$ cat config.mk
export PLATFORM = sky130hd
export DESIGN_NAME = tkst_cell
export DESIGN_NICKNAME = d
export VERILOG_FILES = /design/src/rtl/top_k_sorted_insert_table_assert.svh /design/src/rtl/tkst_pkg.sv /design/src/rtl/tkst_cell.sv
export SDC_FILE = /design/constraint.sdc
export NUM_CORES = 1
export LEC_CHECK = 0
export BUFFER_PORTS_ARGS = -buffer_cell sky130_fd_sc_hd__buf_2
export CAP_MARGIN = 20
export CORE_ASPECT_RATIO = 1.2
export CORE_MARGIN = 2
export CORE_UTILIZATION = 35
export DETAILED_ROUTE_END_ITERATION = 7
export PLACE_DENSITY = 0.72
export RECOVER_POWER = 100
export SETUP_SLACK_MARGIN = 0.02
export SYNTH_ARGS = -nofsm -noshare
export SYNTH_HDL_FRONTEND = slang
export SYNTH_SLANG_ARGS = --single-unit
$ cat constraint.sdc
create_clock -name i_clk -period 2.8 [get_ports i_clk]
set_input_delay 0.7 -clock i_clk [delete_from_list [all_inputs] [get_ports i_clk]]
set_output_delay 0.7 -clock i_clk [all_outputs]
set_load 0.01 [all_outputs]
$ cat src/rtl/top_k_sorted_insert_table_assert.svh
// Assertion macros shared by the top-k sorted insert table RTL.
// No dependencies; included by the files that carry assertions.
`ifndef TOP_K_SORTED_INSERT_TABLE_ASSERT_SVH
`define TOP_K_SORTED_INSERT_TABLE_ASSERT_SVH

// Same-cycle implication, disabled while reset is asserted
`define TKST_ASSERT_IMPLY(lbl, clk, rst_n, ante, cons) \
    lbl: assert property (@(posedge clk) disable iff (!(rst_n)) (ante) |-> (cons)) \
        else $error("tkst assertion failed");

// Next-cycle implication, disabled while reset is asserted
`define TKST_ASSERT_NEXT(lbl, clk, rst_n, ante, cons) \
    lbl: assert property (@(posedge clk) disable iff (!(rst_n)) (ante) |=> (cons)) \
        else $error("tkst assertion failed");

// Plain invariant checked at every edge out of reset
`define TKST_ASSERT_ALWAYS(lbl, clk, rst_n, cond) \
    lbl: assert property (@(posedge clk) disable iff (!(rst_n)) (cond)) \
        else $error("tkst assertion failed");

`endif

$ cat src/rtl/tkst_pkg.sv
// Package for the top-k sorted insert table: item types, entry type, constants.
// No dependencies.
package tkst_pkg;

    // Default table depth
    localparam int ENTRIES_DEF = 64;

    // Fixed field widths
    localparam int KEY_W   = 24;
    localparam int LEVEL_W = 8;
    localparam int STAMP_W = 32;
    localparam int NAME_W  = 16;
    localparam int SLOT_W  = 6;
    localparam int COUNT_W = 7;

    // Request codes
    localparam logic REQ_INSERT = 1'b0;
    localparam logic REQ_READ   = 1'b1;

    // Input item
    typedef struct packed {
        logic               req_type;
        logic [KEY_W-1:0]   new_key;
        logic [LEVEL_W-1:0] new_level;
        logic [STAMP_W-1:0] new_stamp;
        logic [NAME_W-1:0]  new_name_handle;
        logic [SLOT_W-1:0]  read_index;
    } t_req;

    // Result item
    typedef struct packed {
        logic               inserted;
        logic [SLOT_W-1:0]  slot;
        logic [KEY_W-1:0]   entry_key;
        logic [LEVEL_W-1:0] entry_level;
        logic [STAMP_W-1:0] entry_stamp;
        logic [NAME_W-1:0]  entry_name_handle;
        logic [COUNT_W-1:0] filled_count;
    } t_res;

    // One table entry as held by a cell
    typedef struct packed {
        logic [KEY_W-1:0]   key;
        logic [LEVEL_W-1:0] level;
        logic [STAMP_W-1:0] stamp;
        logic [NAME_W-1:0]  name;
    } t_entry;

    // Per-cell controls from the top level
    typedef struct packed {
        logic ins;   // insert item accepted this cycle
        logic sel;   // this cell is addressed by a read
    } t_cell_ctl;

endpackage

$ cat src/rtl/tkst_cell.sv
// One slot of the sorted table: holds an entry, compares it against the new key
// and shifts from its upper neighbor on insert. Depends on tkst_pkg.
module tkst_cell (
    input  logic               i_clk,
    input  logic               i_rst_n,
    input  tkst_pkg::t_cell_ctl i_ctl,
    input  logic               i_prev_ge,
    input  tkst_pkg::t_entry   i_prev_ent,
    input  tkst_pkg::t_entry   i_new_ent,
    output tkst_pkg::t_entry   o_ent,
    output logic               o_ge,
    output tkst_pkg::t_entry   o_rd
);
    import tkst_pkg::*;

    t_entry r_ent;

    // New key lands here or above when it is not smaller than the held key
    assign o_ge = (i_new_ent.key >= r_ent.key);

    // First cell whose key is at or below the new key takes the new entry, the cells below it shift down
    always_ff @(posedge i_clk) begin
        if (!i_rst_n) begin
            r_ent <= '0;
        end else if (i_ctl.ins && o_ge) begin
            r_ent <= i_prev_ge ? i_prev_ent : i_new_ent;
        end
    end

    assign o_ent = r_ent;

    // Read data gated so the top level can OR all cells together
    assign o_rd = i_ctl.sel ? r_ent : '0;

endmodule

* Word level (Yosys, flattened, before mapping)
Index checks and enable logic that the tools add are counted.
** Word-level totals
- Register bits after elaboration :: 80
- Bits in latches :: 0
- Memory bits (writable) :: 0
- Bits in read-only memories :: 0
- Input bits :: 165
- Output and inout port bits :: 161
- Logic and storage cells :: 8
- Memories :: 0
** Cells by class
- Add/subtract/negate cells :: 0
- Multipliers :: 0
- Divide/modulo/power cells :: 0
- $lt $le $gt $ge :: 1
- Eq/ne operators :: 0
- Shift operators :: 0
- Mux-type cells :: 2
- Bitwise logic cells :: 0
- Reductions and logical operators :: 1
** Operator list (number)
- 80-bit two-way mux :: 2
- 24-bit >= comparator :: 1
- 1-bit logical AND :: 1

* Longest topological paths before layout
Gate-level depths: netlist of the first run.
- Depth in word-level cells :: 2
- Gate-level depth with buffers :: 10
- Depth with buffers taken out :: 8

* Worst setup path before layout of the first run
OpenSTA, ideal clock, no wires.
- Kind :: input-to-output
- Start :: input port i_new_ent[73] (netlist bit)
- End :: output port o_ge
- Arrival :: 2.170 ns
- Required time :: 2.100 ns
- Path slack :: -0.070 ns
- Stages on the path :: 9
- Path buffers :: 2
- Cells stage by stage :: ha_1 > a21o_1 > nand3_2 > a21oi_2 > a2111oi_4 > and2_4 > buf_12 > buf_12 > inv_1
** On the way
- Cells in the longest elaborated chain, start to end :: 1
** Ends and longest elaborated chain
- start: declaration :: line tkst_cell.sv:9 : input tkst_pkg::t_entry i_new_ent,
- 24-bit >= comparator :: line tkst_cell.sv:19 : assign o_ge = (i_new_ent.key >= r_ent.key);
- end: declaration :: line tkst_cell.sv:11 : output logic o_ge,
No other way between the ends.

* Final worst setup path of the first run
Ends and elaborated chain as after synthesis.

==> results_dict.tcl, run 1 <==
set metrics [dict create \
    relSlewSlack_pct 56.0 \
    initial_core_util_pct 36.1 \
    htree_levels 3 \
    dr.first_iter.drc_count 216 \
    cts_sinks 80 \
    nFillCells 1521 \
    insertion_delay_ns 0.33 \
    p_leak_nw 3.59 \
    detail-route-antenna-nets 0 \
    peakVddDrop_mv 0.243 \
    gp_congestion 0.791 \
    die_w_microns 118 \
    cts-root-buf "clkbuf_16" \
    yosysTopAreaCellShare_pct 29.4 \
    syn_area_sq_um 5450 \
    antenna_found_initial 0 \
    fin_skew_ns 0.0106 \
    syn-mean-instance-area_sq_um 10.1 \
    period_minus_slack_ns 2.78 \
    core-area_sq_um 15100 \
    yosysTopAreaCell "dfxtp_1" \
    diodes 0 \
    final_nets 1039 \
    first_pass_iters 4 \
    synth_area_leaders "dfxtp_1, mux2i_1, o221a_4, o221a_1, and2_1" \
    power_density_nw_per_um2 509 \
    hold_viol 0 \
    path_clk_slew_ns 0.06 \
    cap_violations 0 \
    ios 326 \
    grt_max_degree 48 \
    finish.utilization_pct 50.7 \
    synth_cell_types 34 \
    netlist_instances 538 \
    status "finished, final reports clean" \
    ys_seq_area_share_pct 29.4 \
    fin_tns_setup_ns 0 \
    routedWlPerCell_microns 16.3 \
    fmax_ghz 0.360 \
    grt_usage_pct 19.9 \
    die_h_microns 141 \
    setup_violations 0 \
    hold_path.class "register to register" \
    numCtsBuffers 9 \
    stdcell_count 1058 \
    rows 49 \
    grt.overflow.total 0 \
    critical_path_class "primary input to output pin" \
    drc_errors 0 \
    grt_pass1_wl_microns 26500 \
    cp-start-kind "primary input" \
    vias 5274 \
    rsz0062_at_grt "true" \
    area.growth.synth_to_final_pct 40.3 \
    worst_slew_pin_slew_ns 0.660 \
    required_ns 2.10 \
    drive_gt1_share_pct 37.9 \
    totalWireLength_microns 17200 \
    largest_reg_flops 80 \
    dp_cells 1033 \
    drv_slew 0 \
    die_area_sq_um 16600 \
    synth_warnings 0 \
    fin_crit_sh_pct 99.2 \
    syn-num-nets 727 \
    clk_path_buf_depth 2 \
    worstPathArrival_ns 2.08 \
    vias_per_cell 4.98 \
    cts_tree "built" \
    endpoint_kind "output pin" \
    yosys_register_bits 80 \
    dp_hpwl_microns 12800 \
    grt_pass1_vias 5157 \
    io_buffers 325 \
    crit_path_max_fanout 3 \
]
final timing paths:
kind	from	end	slack, ns	cells after the start
worst min register to register	o_ent[7]	o_ent[7]	0.55	1
worst max register to register	o_ent[76]	o_ent[34]	0.30	9
worst max-delay path	i_new_ent[73]	o_ge	0.02	9
worst min-delay path	o_ent[7]	o_ent[7]	0.55	1
repair_timing:
| item | in CTS | in global routing |
|---|---|---|
| setup buffers | 3 | 8 |
| setup endpoints to repair | 1 | 1 |
| gates resized for setup | 32 | 21 |
| hold buffers | 0 | 0 |
| pin swaps | 19 | 12 |
cells by family after synthesis:
| logic type | after synthesis | share of synthesized area, % |
|---|---|---|
| AND/OR/NAND/NOR | 176 | 16.6 |
| AO/OA/AOI/OAI | 101 | 24.3 |
| flip-flops | 80 | 29.4 |
| multiplexers | 79 | 14.5 |
| buffers and inverters | 78 | 9.63 |
| adder cells (fa/ha/maj) | 24 | 5.51 |
report_power, final:
group | total (mW) | leakage, nW | switching [mW] | internal (mW)
Combinational | 1.40 | 2.79 | 0.742 | 0.656
Clock | 1.06 | 0.128 | 0.464 | 0.596
Sequential | 1.43 | 0.668 | 0.139 | 1.29
cell usage after synthesis:
master	instances
o21ai_0	3
nand3_2	1
a21o_1	2
o221a_1	49
dfxtp_1	80
nor2_1	1
buf_2	8
ha_1	24
nand2_1	84
and2_4	1
o211ai_1	1
nand4_2	1
o221a_4	31
buf_1	1
a21oi_2	1
a211oi_1	1
and2_1	80
mux2i_1	79
nor3_2	1
a211o_1	1
buf_8	2
a21boi_2	1
buf_12	9
nor4_1	2
buf_6	7
nand4_1	3
a31oi_1	1
inv_1	25
a21oi_1	8
clkbuf_1	26
o21ai_1	1
a2111oi_4	1
nand2b_1	1
nand3_1	1
layout make-up:
class | count | area [sq um] | area share (%)
inverter | 25 | 96.3 | 1.26
timing repair buffer | 354 | 1790 | 23.4
clock inverter | 5 | 35.0 | 0.459
clock buffer | 10 | 229 | 3.00
tap | 204 | 255 | 3.34
multi-input combinational | 380 | 3610 | 47.2
sequential | 80 | 1630 | 21.3
through the flow:
| step | hold slack (ns) | total power [mW] | setup WS (ns) | area [sq um] |
|---|---|---|---|---|
| floorplan | 0.582 | 2.39 | 0.0203 | 5550 |
| global placement | 0.528 | 2.78 | -0.0919 | 7220 |
| detailed placement | 0.535 | 2.80 | -0.0942 | 7220 |
| CTS | 0.552 | 3.95 | 0.0200 | 7660 |
| global route | 0.568 | 4.13 | -0.0382 | 7640 |
| finish | 0.551 | 3.89 | 0.0210 | 7640 |
routing by layer:
layer / global-route usage, % / vias to the layer above / wire length, microns
met5: 0 / - / 0
met4: 6.98 / 0 / 422
met3: 4.77 / 29 / 1080
met2: 35.2 / 217 / 8640
met1: 23.5 / 2465 / 7070
li1: - / 2563 / -
worst max-delay path, cell delays in order:
cell and delay (ns):
buf_6 0.10, ha_4 0.23, nand4_1 0.11, buf_6 0.14, nor3_4 0.05, a2111oi_4 0.37, and2_4 0.23, inv_4 0.05
buf_6 0.11
placed cells by master, fill, tap and decap left out, types with 2 or more instances in the layout:
cell type	instances
dfxtp_4	5
clkbuf_1	120
clkinv_4	2
a21oi_1	5
dfxtp_1	68
buf_6	7
nand2_1	84
buf_12	4
mux2i_1	79
dfxtp_2	7
nor4_4	2
buf_2	197
inv_1	24
o21ai_2	2
ha_1	9
clkinv_2	2
clkbuf_2	2
clkbuf_16	9
and2_1	55
a21o_1	2
a21oi_2	3
o221a_1	49
and2_0	25
buf_4	24
nand4_1	3
o221a_4	31
ha_4	15
No activity file was read; power rests on OpenSTA's default activity.
==> run 2, diff against run 1 <==
- CELL_PAD_IN_SITES_DETAIL_PLACEMENT: default -> 1
- CELL_PAD_IN_SITES_GLOBAL_PLACEMENT: default -> 1
- CORE_UTILIZATION: 35 -> 29
- CTS_BUF_LIST: default -> sky130_fd_sc_hd__clkbuf_4 sky130_fd_sc_hd__clkbuf_8 sky130_fd_sc_hd__clkbuf_16
- PLACE_DENSITY: 0.72 -> 0.9
==> results_dict.tcl, run 2 (synthesis results as in run 1) <==
set metrics [dict create \
    first_pass_iters 4 \
    drv_slew 0 \
    io_buffers 325 \
    whs_path_depth 1 \
    cts-root-buf "clkbuf_16" \
    totalWireLength_microns 20500 \
    mostFrequentLayoutCells "buf_2, clkbuf_1, nand2_1, mux2i_1, dfxtp_1" \
    grt_usage_pct 20.4 \
    cts_sinks 80 \
    wl_met2_microns 10600 \
    routedWlPerCell_microns 18.5 \
    antenna_found_initial 0 \
    period_minus_slack_ns 2.76 \
    grt_pass1_vias 5924 \
    die_w_microns 129 \
    p_leak_nw 3.54 \
    grt.overflow.total 0 \
    worst_slew_pin_slew_ns 0.739 \
    dp_hpwl_microns 15100 \
    rows 54 \
    detail-route-antenna-nets 0 \
    wl_met3_microns 1180 \
    nFillCells 2248 \
    fin_tns_setup_ns 0 \
    finalPower_mw 4.05 \
    peakVddDrop_mv 0.250 \
    largest_reg_flops 80 \
    holdWs_ns 0.563 \
    rsz0062_at_grt "true" \
    drive_gt1_share_pct 36.9 \
    required_ns 2.10 \
    htree_levels 3 \
    final_common_cell "buf_2" \
    cp-start-kind "register" \
    critical_path_class "register to output pin" \
    setup_violations 0 \
    status "finished, final reports clean" \
    cts_tree "built" \
    r2r_cells 11 \
    path_clk_slew_ns 0.07 \
    initial_core_util_pct 29.7 \
    grt_pass1_wl_microns 31700 \
    vias 5492 \
    ios 326 \
    fmax_ghz 0.363 \
    relSlewSlack_pct 50.7 \
    cts_hold_buf 0 \
    area.growth.synth_to_final_pct 41.2 \
    numCtsBuffers 9 \
    ff_latch_area_sq_um 1630 \
    vias_per_cell 4.96 \
    power_density_nw_per_um2 527 \
    fin_crit_sh_pct 98.4 \
    hold_path.class "register to register" \
    maxUsedRoutingLayer "met4" \
    hold_viol 0 \
    endpoint_kind "output pin" \
    core-area_sq_um 18300 \
    crit_path_max_fanout 4 \
    die_area_sq_um 19900 \
    die_h_microns 154 \
    fin_skew_ns 0.00889 \
    dr.first_iter.drc_count 154 \
    clk_path_buf_depth 2 \
    gp_congestion 0.776 \
    drc_errors 0 \
    stdcell_count 1107 \
    met1Wirelength_microns 8030 \
    multi_input_area_sq_um 3560 \
    dp_cells 1082 \
    worstPathArrival_ns 2.06 \
    cap_violations 0 \
    insertion_delay_ns 0.34 \
    grt_max_degree 81 \
    final_nets 1038 \
]
## run 2: changes by cell type in the layout (fill, tap and decap cells not counted), sizes merged
cell | previous run | this run
buf | 232 | 222
diode | 0 | 1
clkbuf | 132 | 142
inv | 25 | 27
clkinvlp | 1 | 3
clkinv | 4 | 0
## run 2: worst paths after layout
check	start	end	slack [ns]
setup / recovery	o_ent[71]	o_ge	0.04
hold / removal	o_ent[8]	o_ent[8]	0.56
setup reg to reg	o_ent[71]	o_ent[9]	0.10
hold reg to reg	o_ent[8]	o_ent[8]	0.56
## run 2: stage by stage
stage,cell area [sq um],util [%],worst slack (ns)
floorplan,5550,-,0.0203
global placement,7340,40.1,-0.113
detailed placement,7340,40.1,-0.121
CTS,7850,42.9,0.0223
global route,7690,42.0,-0.0539
finish,7690,42.0,0.0442
## run 2: worst max-delay path: stages, from the launching register on
cell and delay [ns]:
dfxtp_1 0.41, inv_1 0.10, ha_4 0.29, nand4_1 0.13
buf_4 0.18, nor4_4 0.22, o21ai_2 0.09, and2_4 0.15
inv_2 0.05, buf_6 0.09
## run 2: final cells by class
| cell class | instances | area share, % |
|---|---|---|
| flip-flops and latches | 80 | 21.1 |
| inverters | 25 | 1.22 |
| multi-input cells | 380 | 46.3 |
| well taps | 252 | 4.10 |
| clock buffers | 11 | 3.21 |
| clock inverters | 5 | 0.521 |
| repair buffers | 353 | 23.5 |
| diodes | 1 | 0.0325 |
## run 2: power breakdown
group,internal [mW],switching [mW]
combinational,0.670,0.772
sequential,1.29,0.151
clock,0.642,0.522
total,2.61,1.44
## run 2: repair_timing
action,CTS,global route
pin swaps,18,7
setup endpoints to repair,1,1
buffers inserted,6,3
resized for setup,36,10
gates cloned,0,0
hold endpoints to repair,0,0
## run 2: routing by layer
| metal | global-route usage [%] | vias up |
|---|---|---|
| met5 | 0 | - |
| met4 | 9.27 | 0 |
| met3 | 4.04 | 54 |
| met2 | 37.6 | 254 |
| met1 | 22.1 | 2623 |
| li1 | - | 2561 |
==> run 3, diff against run 2 <==
- ABC_AREA: default -> 1
- CORE_UTILIZATION: 29 -> 26
- PLACE_DENSITY: 0.9 -> 0.89
==> results_dict.tcl, run 3 <==
set metrics [dict create \
    status "finished, final reports clean" \
    diodes 0 \
    wl_met2_microns 10500 \
    worst_slew_pin_slew_ns 0.877 \
    numCtsBuffers 9 \
    async_reset_ff_share_pct 0 \
    hold_path.class "register to register" \
    syn-mean-instance-area_sq_um 6.32 \
    largest_reg_flops 80 \
    hold_start "o_ent[36]" \
    yosys_register_bits 80 \
    fmax_ghz 0.378 \
    vias_per_cell 4.30 \
    totalWireLength_microns 19400 \
    synthFlopType "dfxtp_1" \
    cts_hold_buf 0 \
    power_density_nw_per_um2 537 \
    maxUsedRoutingLayer "met4" \
    mostFrequentLayoutCells "nand2_1, nor2_1, inv_1, buf_2, clkbuf_1" \
    intPower_mw 2.58 \
    p_switching_mw 1.38 \
    drive_gt1_share_pct 23.8 \
    initial_core_util_pct 26.6 \
    synth_area_leaders "dfxtp_1, nand2_1, mux2_2, nor2_1, inv_1" \
    netlist_instances 854 \
    detail-route-antenna-nets 0 \
    fin_skew_ns 0.0102 \
    synth_cell_types 18 \
    fin_crit_sh_pct 94.4 \
    post_cts_resized 0 \
    grt_usage_pct 17.3 \
    die_w_microns 136 \
    power_frac_comb_pct 31.7 \
    worstPathArrival_ns 1.94 \
    syn_area_sq_um 5400 \
    peakVddDrop_mv 0.245 \
    drv_slew 0 \
    cts_tree "built" \
    htree_levels 3 \
    drc_errors 0 \
    cap_violations 0 \
    yosysTopAreaCellShare_pct 29.7 \
    nFillCells 2812 \
    path_clk_slew_ns 0.06 \
    grt_pass1_wl_microns 30600 \
    relSlewSlack_pct 41.6 \
    worstSetupStartpoint "i_ctl[0]" \
    hold_viol 0 \
    dp_hpwl_microns 15400 \
    critical_path_class "primary input to output pin" \
    holdWs_ns 0.537 \
    final_common_cell "nand2_1" \
    setup_violations 0 \
    yosysMostFrequentCell "nand2_1" \
    yosysTopAreaCell "dfxtp_1" \
    grt_pass1_vias 6490 \
    clk_path_buf_depth 2 \
    gp_congestion 0.780 \
    p_seq_share_pct 35.7 \
    core-area_sq_um 20300 \
    cts-root-buf "clkbuf_16" \
    rows 57 \
    rr_startpoint "o_ent[77]" \
    met1Wirelength_microns 7540 \
    cts_setup_buffers 0 \
    routedWlPerCell_microns 13.6 \
    vias 6151 \
    fin_tns_setup_ns 0 \
    synth_warnings 0 \
    die_area_sq_um 21900 \
    cts_sinks 80 \
    grt_max_degree 82 \
    synth_common_cells "nand2_1, nor2_1, inv_1" \
    ys_seq_area_share_pct 29.7 \
    die_h_microns 162 \
    crit_path_max_fanout 40 \
    synth_edf_count 0 \
    period_minus_slack_ns 2.64 \
    p_leak_nw 4.32 \
    dr.first_iter.drc_count 144 \
    required_ns 2.10 \
    insertion_delay_ns 0.34 \
    area.growth.synth_to_final_pct 36.7 \
    antenna_found_initial 0 \
    wl_met3_microns 866 \
    cp-start-kind "primary input" \
    p_sw_share_pct 34.8 \
    ff_latch_area_sq_um 1600 \
    ios 326 \
    endpoint_kind "output pin" \
    rsz0062_at_grt "false" \
    pwr-share-clk_pct 32.6 \
    first_pass_iters 4 \
    multi_input_area_sq_um 2940 \
    io_buffers 325 \
    grt.overflow.total 0 \
    final_nets 1350 \
    syn-num-nets 1043 \
]
## run 3: cell types whose count changed after synthesis, sizes merged, moves of 8 or more
cell,previous run,this run
nand2,84,273
nor2,1,171
inv,25,169
and2,81,0
o221a,80,0
mux2,0,79
mux2i,79,0
buf,27,19
## run 3: kinds of logic (layout without fill, tap and decap cells)
group,after synthesis,count (layout),share of synthesized area [%]
flops,80,80,29.7
fa+ha+maj,24,24,5.56
buf+inv,213,525,15.9
compound gates,12,12,1.25
mux,79,79,16.5
simple gates,446,446,31.2
## run 3: worst paths after layout
kind | end | slack, ns | cells past startpoint
setup / recovery | o_rd[39] | 0.16 | 5
hold / removal | o_ent[36] | 0.54 | 4
setup reg to reg | o_ent[29] | 0.36 | 13
hold reg to reg | o_ent[36] | 0.54 | 4
## run 3: power by group through the flow
stage | clock (mW) | combinational [mW] | sequential [mW]
after floorplan | 0 | 0.740 | 1.48
after global placement | 0 | 1.30 | 1.43
after detailed placement | 0 | 1.36 | 1.44
after CTS | 1.35 | 1.36 | 1.42
after global routing | 1.38 | 1.44 | 1.44
final | 1.29 | 1.26 | 1.42
## run 3: per-layer routing
metal / up-vias / global-route usage, %
li1: 3101 / -
met3: 32 / 2.56
met1: 2835 / 18.1
met5: - / 0
met2: 183 / 33.9
met4: 0 / 7.53
## run 3: cell type report
cell class / instances / share of cell area [%]
Clock inverter: 5 / 1.10
Multi-Input combinational cell: 561 / 39.9
Inverter: 169 / 8.60
Sequential cell: 80 / 21.7
Tap cell: 265 / 4.49
Clock buffer: 11 / 3.26
Timing Repair Buffer: 340 / 21.0
## run 3: worst max-delay path, stage by stage
cell	delay [ns]
buf_2	0.09
clkbuf_2	0.66
nand2_1	0.22
inv_1	0.09
clkbuf_1	0.15
## run 3: per-stage QoR
stage          instances  power [mW]  worst slack [ns]  cell area (sq um)  utilization (%)
6_report            1431        3.96             0.155               7380             36.3
5_1_grt             1431        4.26            0.0428               7380             36.3
4_1_cts             1431        4.13             0.177               7640             37.6
3_5_place_dp        1415        2.80             0.186               7320             36.0
3_3_place_gp        1415        2.73             0.237               7320             36.0
2_1_floorplan        854        2.22             0.585               5400                -
